==> src/bks_pkg.sv <==
// ----------------------------------------------------------------------------
// bks_pkg
// Shared types and constants for the bounded key set: request kinds, the
// configuration register layout and the controller/datapath interface.
// ----------------------------------------------------------------------------
package bks_pkg;

    typedef enum logic [1:0] {
        MODE_ADD    = 2'd0,
        MODE_REMOVE = 2'd1,
        MODE_QUERY  = 2'd2,
        MODE_CLEAR  = 2'd3
    } mode_t;

    localparam int CAP_W = 5;
    localparam logic [CAP_W-1:0] CAP_RESET = 5'd16;

    // Commands from the controller to the datapath.
    typedef struct packed {
        logic load;       // latch the request, restart the scan pointer
        logic clear_set;  // empty the set
        logic idx_inc;    // advance the scan/shift pointer
        logic set_found;  // key matched the current entry
        logic append;     // write key at the end and grow the count
        logic shift_wr;   // move the current entry down one place
        logic dec;        // shrink the count after a remove
        logic emit;       // load the result register
    } dp_cmd_t;

    // Status from the datapath to the controller.
    typedef struct packed {
        mode_t mode;      // kind of the request in progress
        logic  hit;       // current entry equals the key
        logic  last;      // pointer is on the last used entry, or set empty
        logic  room;      // count is below the effective capacity
        logic  out_free;  // result register can take a new result
    } dp_status_t;

endpackage

==> src/bks_ctrl.sv <==
// ----------------------------------------------------------------------------
// bks_ctrl
// Controller state machine: sequences the scan, the compacting shift and the
// hand-over of the result for one request at a time.
// ----------------------------------------------------------------------------
module bks_ctrl (
    input  logic                 clk,
    input  logic                 rst_n,
    input  logic                 in_valid,
    input  logic [1:0]           in_mode,
    output logic                 in_ready,
    input  bks_pkg::dp_status_t  status,
    output bks_pkg::dp_cmd_t     cmd
);

    typedef enum logic [3:0] {
        ST_IDLE  = 4'b0001,
        ST_SCAN  = 4'b0010,
        ST_SHIFT = 4'b0100,
        ST_DONE  = 4'b1000
    } state_t;

    state_t state_reg;
    state_t state_next;

    always_ff @(posedge clk or negedge rst_n)
    begin
        if (!rst_n)
        begin
            state_reg <= ST_IDLE;
        end
        else
        begin
            state_reg <= state_next;
        end
    end

    assign in_ready = (state_reg == ST_IDLE);

    always_comb
    begin
        cmd        = '0;
        state_next = state_reg;
        case (state_reg)
            ST_IDLE:
            begin
                if (in_valid)
                begin
                    cmd.load = 1'b1;
                    if (in_mode == bks_pkg::MODE_CLEAR)
                    begin
                        cmd.clear_set = 1'b1;
                        state_next    = ST_DONE;
                    end
                    else
                    begin
                        state_next = ST_SCAN;
                    end
                end
            end
            ST_SCAN:
            begin
                if (status.hit)
                begin
                    cmd.set_found = 1'b1;
                    if (status.mode == bks_pkg::MODE_REMOVE)
                    begin
                        // Removing the tail entry needs no shift at all.
                        if (status.last)
                        begin
                            cmd.dec    = 1'b1;
                            state_next = ST_DONE;
                        end
                        else
                        begin
                            cmd.idx_inc = 1'b1;
                            state_next  = ST_SHIFT;
                        end
                    end
                    else
                    begin
                        state_next = ST_DONE;
                    end
                end
                else if (status.last)
                begin
                    if ((status.mode == bks_pkg::MODE_ADD) && status.room)
                    begin
                        cmd.append = 1'b1;
                    end
                    state_next = ST_DONE;
                end
                else
                begin
                    cmd.idx_inc = 1'b1;
                end
            end
            ST_SHIFT:
            begin
                cmd.shift_wr = 1'b1;
                if (status.last)
                begin
                    cmd.dec    = 1'b1;
                    state_next = ST_DONE;
                end
                else
                begin
                    cmd.idx_inc = 1'b1;
                end
            end
            ST_DONE:
            begin
                if (status.out_free)
                begin
                    cmd.emit   = 1'b1;
                    state_next = ST_IDLE;
                end
            end
            default:
            begin
                state_next = ST_IDLE;
            end
        endcase
    end

endmodule

==> src/bks_dp.sv <==
// ----------------------------------------------------------------------------
// bks_dp
// Datapath: entry memory with a registered read port, scan pointer, count,
// capacity register, request latch and the result register.
// ----------------------------------------------------------------------------
module bks_dp #(
    parameter int DEPTH     = 16,
    parameter int KEY_WIDTH = 32,
    parameter int CNT_W     = 5,
    parameter int IDX_W     = 4
) (
    input  logic                        clk,
    input  logic                        rst_n,
    input  logic                        cfg_we,
    input  logic [bks_pkg::CAP_W-1:0]   cfg_wdata,
    input  logic [1:0]                  in_mode,
    input  logic [KEY_WIDTH-1:0]        in_key,
    input  bks_pkg::dp_cmd_t            cmd,
    output bks_pkg::dp_status_t         status,
    output logic                        out_valid,
    input  logic                        out_ready,
    output logic                        ok,
    output logic                        found,
    output logic [CNT_W-1:0]            count
);

    localparam int CMP_W = (CNT_W > bks_pkg::CAP_W) ? CNT_W : bks_pkg::CAP_W;

    logic [KEY_WIDTH-1:0]        mem [0:DEPTH-1];
    logic [KEY_WIDTH-1:0]        rd_data_reg;

    logic [bks_pkg::CAP_W-1:0]   cap_reg;
    logic [CNT_W-1:0]            count_reg;
    logic [IDX_W-1:0]            idx_reg;
    logic [IDX_W-1:0]            idx_next;
    logic [IDX_W-1:0]            idx_prev;
    bks_pkg::mode_t              mode_reg;
    logic [KEY_WIDTH-1:0]        key_reg;
    logic                        ok_reg;
    logic                        found_reg;

    logic                        out_valid_reg;
    logic                        out_ok_reg;
    logic                        out_found_reg;
    logic [CNT_W-1:0]            out_count_reg;

    logic [CMP_W-1:0]            count_ext;
    logic [CMP_W-1:0]            cap_ext;
    logic [CNT_W-1:0]            count_minus1;

    // The read address follows the next pointer value, so rd_data_reg always
    // holds the entry that idx_reg points at.
    always_comb
    begin
        if (cmd.load)
        begin
            idx_next = '0;
        end
        else if (cmd.idx_inc)
        begin
            idx_next = idx_reg + 1'b1;
        end
        else
        begin
            idx_next = idx_reg;
        end
    end

    assign idx_prev = idx_reg - 1'b1;

    always_ff @(posedge clk)
    begin
        if (cmd.append)
        begin
            mem[count_reg[IDX_W-1:0]] <= key_reg;
        end
        else if (cmd.shift_wr)
        begin
            mem[idx_prev] <= rd_data_reg;
        end
        rd_data_reg <= mem[idx_next];
    end

    always_ff @(posedge clk or negedge rst_n)
    begin
        if (!rst_n)
        begin
            cap_reg       <= bks_pkg::CAP_RESET;
            count_reg     <= '0;
            out_valid_reg <= 1'b0;
        end
        else
        begin
            if (cfg_we)
            begin
                cap_reg <= cfg_wdata;
            end
            if (cmd.clear_set)
            begin
                count_reg <= '0;
            end
            else if (cmd.append)
            begin
                count_reg <= count_reg + 1'b1;
            end
            else if (cmd.dec)
            begin
                count_reg <= count_minus1;
            end
            if (cmd.emit)
            begin
                out_valid_reg <= 1'b1;
            end
            else if (out_ready)
            begin
                out_valid_reg <= 1'b0;
            end
        end
    end

    always_ff @(posedge clk)
    begin
        idx_reg <= idx_next;
        if (cmd.load)
        begin
            mode_reg  <= bks_pkg::mode_t'(in_mode);
            key_reg   <= in_key;
            ok_reg    <= cmd.clear_set;
            found_reg <= 1'b0;
        end
        else
        begin
            if (cmd.append || cmd.dec)
            begin
                ok_reg <= 1'b1;
            end
            if (cmd.set_found)
            begin
                found_reg <= 1'b1;
            end
        end
        if (cmd.emit)
        begin
            out_ok_reg    <= ok_reg;
            out_found_reg <= found_reg;
            out_count_reg <= count_reg;
        end
    end

    assign count_minus1 = count_reg - 1'b1;
    assign count_ext    = CMP_W'(count_reg);
    assign cap_ext      = CMP_W'(cap_reg);

    always_comb
    begin
        status.mode     = mode_reg;
        status.hit      = (count_reg != '0) && (rd_data_reg == key_reg);
        status.last     = (count_reg == '0) || (CNT_W'(idx_reg) == count_minus1);
        status.room     = (count_ext < cap_ext) && (count_ext < CMP_W'(DEPTH));
        status.out_free = !out_valid_reg || out_ready;
    end

    assign out_valid = out_valid_reg;
    assign ok        = out_ok_reg;
    assign found     = out_found_reg;
    assign count     = out_count_reg;

endmodule

==> src/bounded_unordered_key_set.sv <==
// ----------------------------------------------------------------------------
// bounded_unordered_key_set
// Set of distinct keys held compactly in a memory, with add, remove, query
// and clear requests and one result per request.
// ----------------------------------------------------------------------------
// One request is handled at a time. A clear goes from acceptance straight to
// the done state. Any other request walks the single read port of the entry
// memory one entry per cycle, first to find the key and then, for a remove,
// to move each later entry down one place, so the scan and the shift together
// visit every used entry once. A query or a refused add that finds its key
// stops the scan there. The result waits in the done state until the output
// register can take it. A new request is taken as soon as the result has been
// placed in the output register, even if it has not yet been collected. The
// capacity register may only be written while the block is idle; values above
// DEPTH behave as DEPTH.
module bounded_unordered_key_set #(
    parameter int DEPTH     = 16,
    parameter int KEY_WIDTH = 32,
    localparam int CNT_W    = $clog2(DEPTH + 1),
    localparam int IDX_W    = (DEPTH > 1) ? $clog2(DEPTH) : 1
) (
    input  logic                        clk,
    input  logic                        rst_n,
    input  logic                        cfg_we,
    input  logic [bks_pkg::CAP_W-1:0]   cfg_wdata,
    input  logic                        in_valid,
    output logic                        in_ready,
    input  logic [1:0]                  mode,
    input  logic [KEY_WIDTH-1:0]        key,
    output logic                        out_valid,
    input  logic                        out_ready,
    output logic                        ok,
    output logic                        found,
    output logic [CNT_W-1:0]            count
);

    bks_pkg::dp_cmd_t     cmd;
    bks_pkg::dp_status_t  status;

    bks_ctrl u_ctrl (
        .clk      (clk),
        .rst_n    (rst_n),
        .in_valid (in_valid),
        .in_mode  (mode),
        .in_ready (in_ready),
        .status   (status),
        .cmd      (cmd)
    );

    bks_dp #(
        .DEPTH     (DEPTH),
        .KEY_WIDTH (KEY_WIDTH),
        .CNT_W     (CNT_W),
        .IDX_W     (IDX_W)
    ) u_dp (
        .clk       (clk),
        .rst_n     (rst_n),
        .cfg_we    (cfg_we),
        .cfg_wdata (cfg_wdata),
        .in_mode   (mode),
        .in_key    (key),
        .cmd       (cmd),
        .status    (status),
        .out_valid (out_valid),
        .out_ready (out_ready),
        .ok        (ok),
        .found     (found),
        .count     (count)
    );

`ifndef SYNTHESIS
    // The set can never report more keys than the memory holds.
    a_count_bound: assert property (@(posedge clk) disable iff (!rst_n)
        out_valid |-> (count <= CNT_W'(DEPTH)))
    else $error("result count exceeds store depth");

    // Once a request is taken, in_ready is low in the next cycle.
    a_busy_after_accept: assert property (@(posedge clk) disable iff (!rst_n)
        (in_valid && in_ready) |=> !in_ready)
    else $error("request accepted while previous one still in progress");

    // A key that was present and not removed leaves a non-empty set.
    a_found_nonempty: assert property (@(posedge clk) disable iff (!rst_n)
        (out_valid && found && !ok) |-> (count != '0))
    else $error("found key reported with an empty set");
`endif

endmodule
==> config.mk <==
export PLATFORM = sky130hd
export DESIGN_NAME = bounded_unordered_key_set
export DESIGN_NICKNAME = d
export VERILOG_FILES = /design/src/bks_pkg.sv /design/src/bks_ctrl.sv /design/src/bks_dp.sv /design/src/bounded_unordered_key_set.sv
export SDC_FILE = /design/constraint.sdc
export NUM_CORES = 1
export LEC_CHECK = 0
export BUFFER_PORTS_ARGS = -buffer_cell sky130_fd_sc_hd__buf_2
export CORE_MARGIN = 2
export CORE_UTILIZATION = 40
export DETAILED_ROUTE_END_ITERATION = 16
export SLEW_MARGIN = 0
export SYNTH_ARGS = -nofsm -noshare
export SYNTH_HDL_FRONTEND = slang
export SYNTH_SLANG_ARGS = --single-unit
==> constraint.sdc <==
create_clock -name clk -period 4.8 [get_ports clk]
set_input_delay 0.72 -clock clk [delete_from_list [all_inputs] [get_ports clk]]
set_output_delay 0.72 -clock clk [all_outputs]
set_load 0.005 [all_outputs]
Word level (Yosys, flattened, before mapping)
Memories as Yosys holds them, arrays and structs flattened. A register that Yosys moved wholly into a read port is not among the register bits.
Cells that the tools add are included.
- memories: 1
- bits of input ports: 44
- bits in writable memories: 512
- output and inout port bits: 9
- flip-flop bits (word level): 62
- bits in latches: 0
- ROM bits: 0
- add/sub/neg operators: 4
- div/mod/pow operators: 0
- bitwise gates (word level): 0
- equality and inequality tests: 10
- multiply operators: 0
- order comparisons: 2
- shifts and indexed selects: 0
- muxes and demuxes: 44
- reduce and logical (&&, ||, !) cells: 15
- memory list (name ; depth ; bits a word ; read ports ; clocked after Yosys merged registers in ; write ports ; RTL line ; text):
    u_dp.mem ; 16 ; 32 ; 1 ; 1 ; 1 ; bks_dp.sv:29 ; logic [KEY_WIDTH-1:0] mem [0:DEPTH-1];
- operators by type and width (kind ; count):
    4-bit two-way mux ; 10
    32-bit equality test ; 1
    32-bit two-way mux ; 1
    32-bit OR reduction ; 1
    1-bit two-way mux ; 24
    4-bit one-hot mux with 4 select lines ; 1
    5-bit two-way mux ; 3
    2-bit two-way mux ; 3
    5-bit by 1-bit adder with 5-bit output (second input constant) ; 1
    4-bit by 5-bit equality test with 1-bit output ; 1
    5-bit logical NOT ; 1
    5-bit < comparator ; 1
    5-bit < comparator (second input constant) ; 1
    5-bit nonzero test ; 1
    5-bit by 1-bit subtractor with 5-bit output (second input constant) ; 1
    4-bit by 1-bit adder with 4-bit output (second input constant) ; 1
    4-bit by 1-bit equality test with 1-bit output (second input constant) ; 1
    4-bit by 2-bit equality test with 1-bit output (second input constant) ; 1
    4-bit by 3-bit equality test with 1-bit output (second input constant) ; 1
    4-bit equality test (second input constant) ; 1
    2-bit inequality test (second input constant) ; 2
    1-bit one-hot mux with 2 select lines ; 2
    2-bit nonzero test ; 2
    4-bit by 1-bit subtractor with 4-bit output (second input constant) ; 1
    8 further kinds ; 12

Logic depth before layout (Yosys ltp)
- depth after elaboration: 11
- gate-level depth with buffers: 16

By module
A second synthesis with hierarchy kept.
- cells, all modules: 1367
- area, all modules: 23647.7 um2
- modules (own cells, without submodules) (module ; instances ; cells an instance ; area each (um2)):
    bks_dp ; 1 ; 1319 ; 23211.0
    bks_ctrl ; 1 ; 48 ; 436.7

Least setup slack after synthesis
No wires, ideal clock.
- kind: reg2reg
- start: register u_dp.count_reg[0] (netlist: u_dp.count_ext[0])
- end: memory u_dp.mem[14][0], enable pin
- path buffers: 1
- arrival: 4369 ps
- stages on the path, launching flop included: 12
- setup slack: 10 ps
- period minus slack after synthesis: 4790 ps
- cell sequence: dfrtp_1 clkbuf_1 inv_1 ha_1 or3b_1 o31a_1 o21ai_1 nand2_1 a2111oi_1 a22o_1 nand2_1 nor2_1
- word-level cells in the longest chain between the ends: 11
- elaborated cells on any way between the ends: 21
- classes of those cells: 1 x add/sub; 2 x order compare; 1 x eq/ne; 10 x mux; 7 x reduce/logical
- RTL lines (element ; RTL line ; text):
    from (decl) ; bks_dp.sv:33 ; logic [CNT_W-1:0] count_reg;
    from (signal assigned) ; bks_dp.sv:104 ; count_reg <= count_reg + 1'b1;
    from (signal assigned) ; bks_dp.sv:108 ; count_reg <= count_minus1;
    parallel branches: the longest is 11 deep, another holds 5-bit by 1-bit subtractor with 5-bit output ; n/a ;
    to (decl) ; bks_dp.sv:29 ;
Several ways; the timed one is not identified.

Worst setup path after layout
- start: register u_dp.count_reg[0] (netlist: u_dp.count_ext[0])
- end: memory u_dp.mem[1][27], enable pin
Same word-level chain as after synthesis.

==> impl_results.md <==
- Status: finished clean
- Final Cell Area: roughly 28,000 µm²
- Final hold slack: approximately 0.026 ns
- Final Instance Count excl. Fillers: roughly 2,400
- Max Buffers Root-to-Sink: 3
- DRT iter0 DRCs: 1,319
- GPL Wtd Cong: about 0.79
- Yosys cell types: 60
- Die area: roughly 62,000 µm²
- VDD IR max: approximately 280 µV
- Worst Tran Pin Value: just over 1 ns
- Hold Buf Count CTS: 0
- Synth area leader: edfxtp_1
- Die Ht: 249 µm
- Mapped Nets: about 1,500
- First-pass GRT wire length: roughly 87,000 µm
- Final HPWL DP: about 32,000 µm
- N_diodes: 0
- FILL cells: 5,075
- Ys async rst share: under 10%
- Routed wire length: between 50,000 and 60,000 µm
- Final setup viols: 0
- Data required time of the worst path: 5.09 ns
- Area delta synth->final: 16.4%
- Pwr Density: between 400 and 500 nW/µm²
- Core area: 59,000 µm²
- Largest net degree at the start of global routing: 35
- Row cnt: 89
- Crit share post-route: between 90% and 100%
- Grt ovf: 0
- Reg2reg path depth: 12
- Via count of the first global-routing pass: 13,160
- Register area share after synthesis: 74.2%
- Top post-synthesis cells by count: edfxtp_1 (554), nand2_1 (184), mux2i_1 (163), o22ai_1 (65), clkbuf_1 (42)
- Root buf cell: clkbuf_16
- Vias per cell: around 5.6
- Static Leakage: 10.5 nW
- Tot GR Track Use: 19.1%
- Dpl cell area: ~26,000 µm²
- Die width: approximately 250 µm
- CTS tree: done
- CTS Sinks: 606
- Routed Antenna Nets: 0
- CP Class: register to register
- Fin. Hold Viols: 0
- Yosys top cell area share: roughly 70%
- Syn_area_per_cell: ~16 µm²
- TritonCTS buffer count: between 60 and 70
- NumNets Final: about 1,600
- Crit path DAT: between 4 and 5 ns
- Top cells by area, synth: edfxtp_1 (70%), mux2i_1 (6.8%), dfxtp_1 (3.1%), nand2_1 (2.9%), o22ai_1 (1.7%)
- Via Count: 13,316
- EDFF count, synth: about 550
- Top FF cell, synth: edfxtp_1
- Number of flip-flops in the largest register: between 500 and 600
- Clk_skew: a little over 0.02 ns
- Crit. End Element: register
- Synth Instances: around 1,500
- Clk slew on worst S/H paths: about 0.06 ns
- I/O pin cnt: 53
- Share of layout cells above drive strength 1: a little under a fifth
- Multi-input gate area: about 6000 µm²
- Worst hold path class: input pin to asynchronous set/reset pin
- Most common cell in the netlist: edfxtp_1
- Max Freq: roughly 230 MHz
- DR pass1 iterations: 5
- FF+latch count, synth: 606
- Register area: approximately 18,000 µm²
- PortBufs: 52
- Mapped Area: roughly 24,000 µm²
- Unrepaired setup endpoints after global routing: no
- Highest net fanout along the worst path: 22
- Placed cell count: 2,273
- Initial core utilization: just over 40%
- Antenna violations before repair: 0
- Relative slew margins: 30.5%
- Worst-skew pair later-pin latency: between 0.6 and 0.7 ns
- Max_cap viols: 0
- Slew Viols, Final: 0
- Tmin final: about 4.4 ns
- Startpoint types: register
- Power, Total: approximately 14 mW
- Setup TNS: 0 ns
- Setup Buffers After CTS: 0
- Wire per inst: 24.8 µm
- # DRC: 0
- Synth warn: 0
- Max H-tree Level: 3
- CTS resizes: 0
[through the flow]
| step | setup WS [ns] | utilization, % |
|---|---|---|
| after CTS | 0.439 | 47.2 |
| after global routing | 0.0821 | 47.2 |
| after floorplan | 0.00974 | - |
| after global placement | 0.470 | 43.6 |
| after detailed placement | 0.463 | 43.6 |
| final | 0.428 | 47.2 |
[cell families (layout without fill, tap and decap cells)]
kind of cell	after synthesis	count (layout)	synth area share, %
flops	606	606	74.2
simple gates	268	268	4.66
mux	230	230	10.3
compound gates	206	206	6.96
buf+inv	96	257	1.78
xor+xnor	46	46	1.68
fa+ha+maj	8	8	0.418
[per-layer routing]
layer | track usage [%] | up-vias | routed length [µm] | part of all wire, %
li1 | - | 5905 | - | -
met1 | 27.3 | 6893 | 26700 | 45
met2 | 30.4 | 430 | 27900 | 47
met3 | 3.12 | 88 | 3420 | 5.8
met4 | 5.17 | 0 | 1310 | 2.2
met5 | 0 | - | 0 | 0
[final cells by class]
| cell class | instances | share of cell area [%] |
|---|---|---|
| clock buffers | 88 | 6.60 |
| clock inverters | 33 | 1.05 |
| inverters | 17 | 0.229 |
| multi-input cells | 758 | 21.5 |
| flip-flops and latches | 606 | 63.7 |
| well taps | 773 | 3.47 |
| repair buffers | 119 | 3.46 |
[cell usage in the layout (no fill, tap or decap), drive strengths merged, types with 9 or more instances in the layout]
master  instances
edfxtp        554
nand2         184
mux2i         163
buf           119
clkbuf         88
mux2           67
o22ai          65
nor2           40
dfxtp          37
xor2           34
a32oi          33
o221a          32
a211o          32
clkinv         25
inv            19
nor3           13
dfrtp          13
xnor2          12
o21ai           9
[worst max-delay path: stages, from the launching register on]
cell       delay [ns]
dfrtp_1          0.48
inv_1            0.19
ha_1             0.24
or3b_1           0.39
o31a_1           0.30
o21ai_1          0.10
nand2_1          0.16
a2111oi_1        0.36
buf_4            0.22
o2bb2ai_1        0.14
nand2_1          0.26
nor2_4           0.83
buf_4            0.36
[report_power, final]
group	leakage, nW	total (mW)	switching [mW]	internal [mW]
clock	1.04	4.96	2.08	2.88
sequential	5.49	6.48	0.204	6.28
combinational	3.96	2.23	1.43	0.805
total	10.5	13.7	3.71	9.97
[final timing paths]
| kind | slack, ns | startpoint | end |
|---|---|---|---|
| worst min-delay path | 0.03 | rst_n | u_dp.cap_ext[1] |
| worst min register to register | 0.43 | u_dp.ok_reg | u_dp.ok |
| worst max register to register | 0.43 | u_dp.count_ext[0] | u_dp.mem[1][27] |
| max in group asynchronous | 4.46 | rst_n | u_ctrl.state_reg[0] |
| min in group clk | 0.29 | key[9] | u_dp.key_reg[9] |
| worst max-delay path | 0.43 | u_dp.count_ext[0] | u_dp.mem[1][27] |
(Power assumes the default switching activity.)
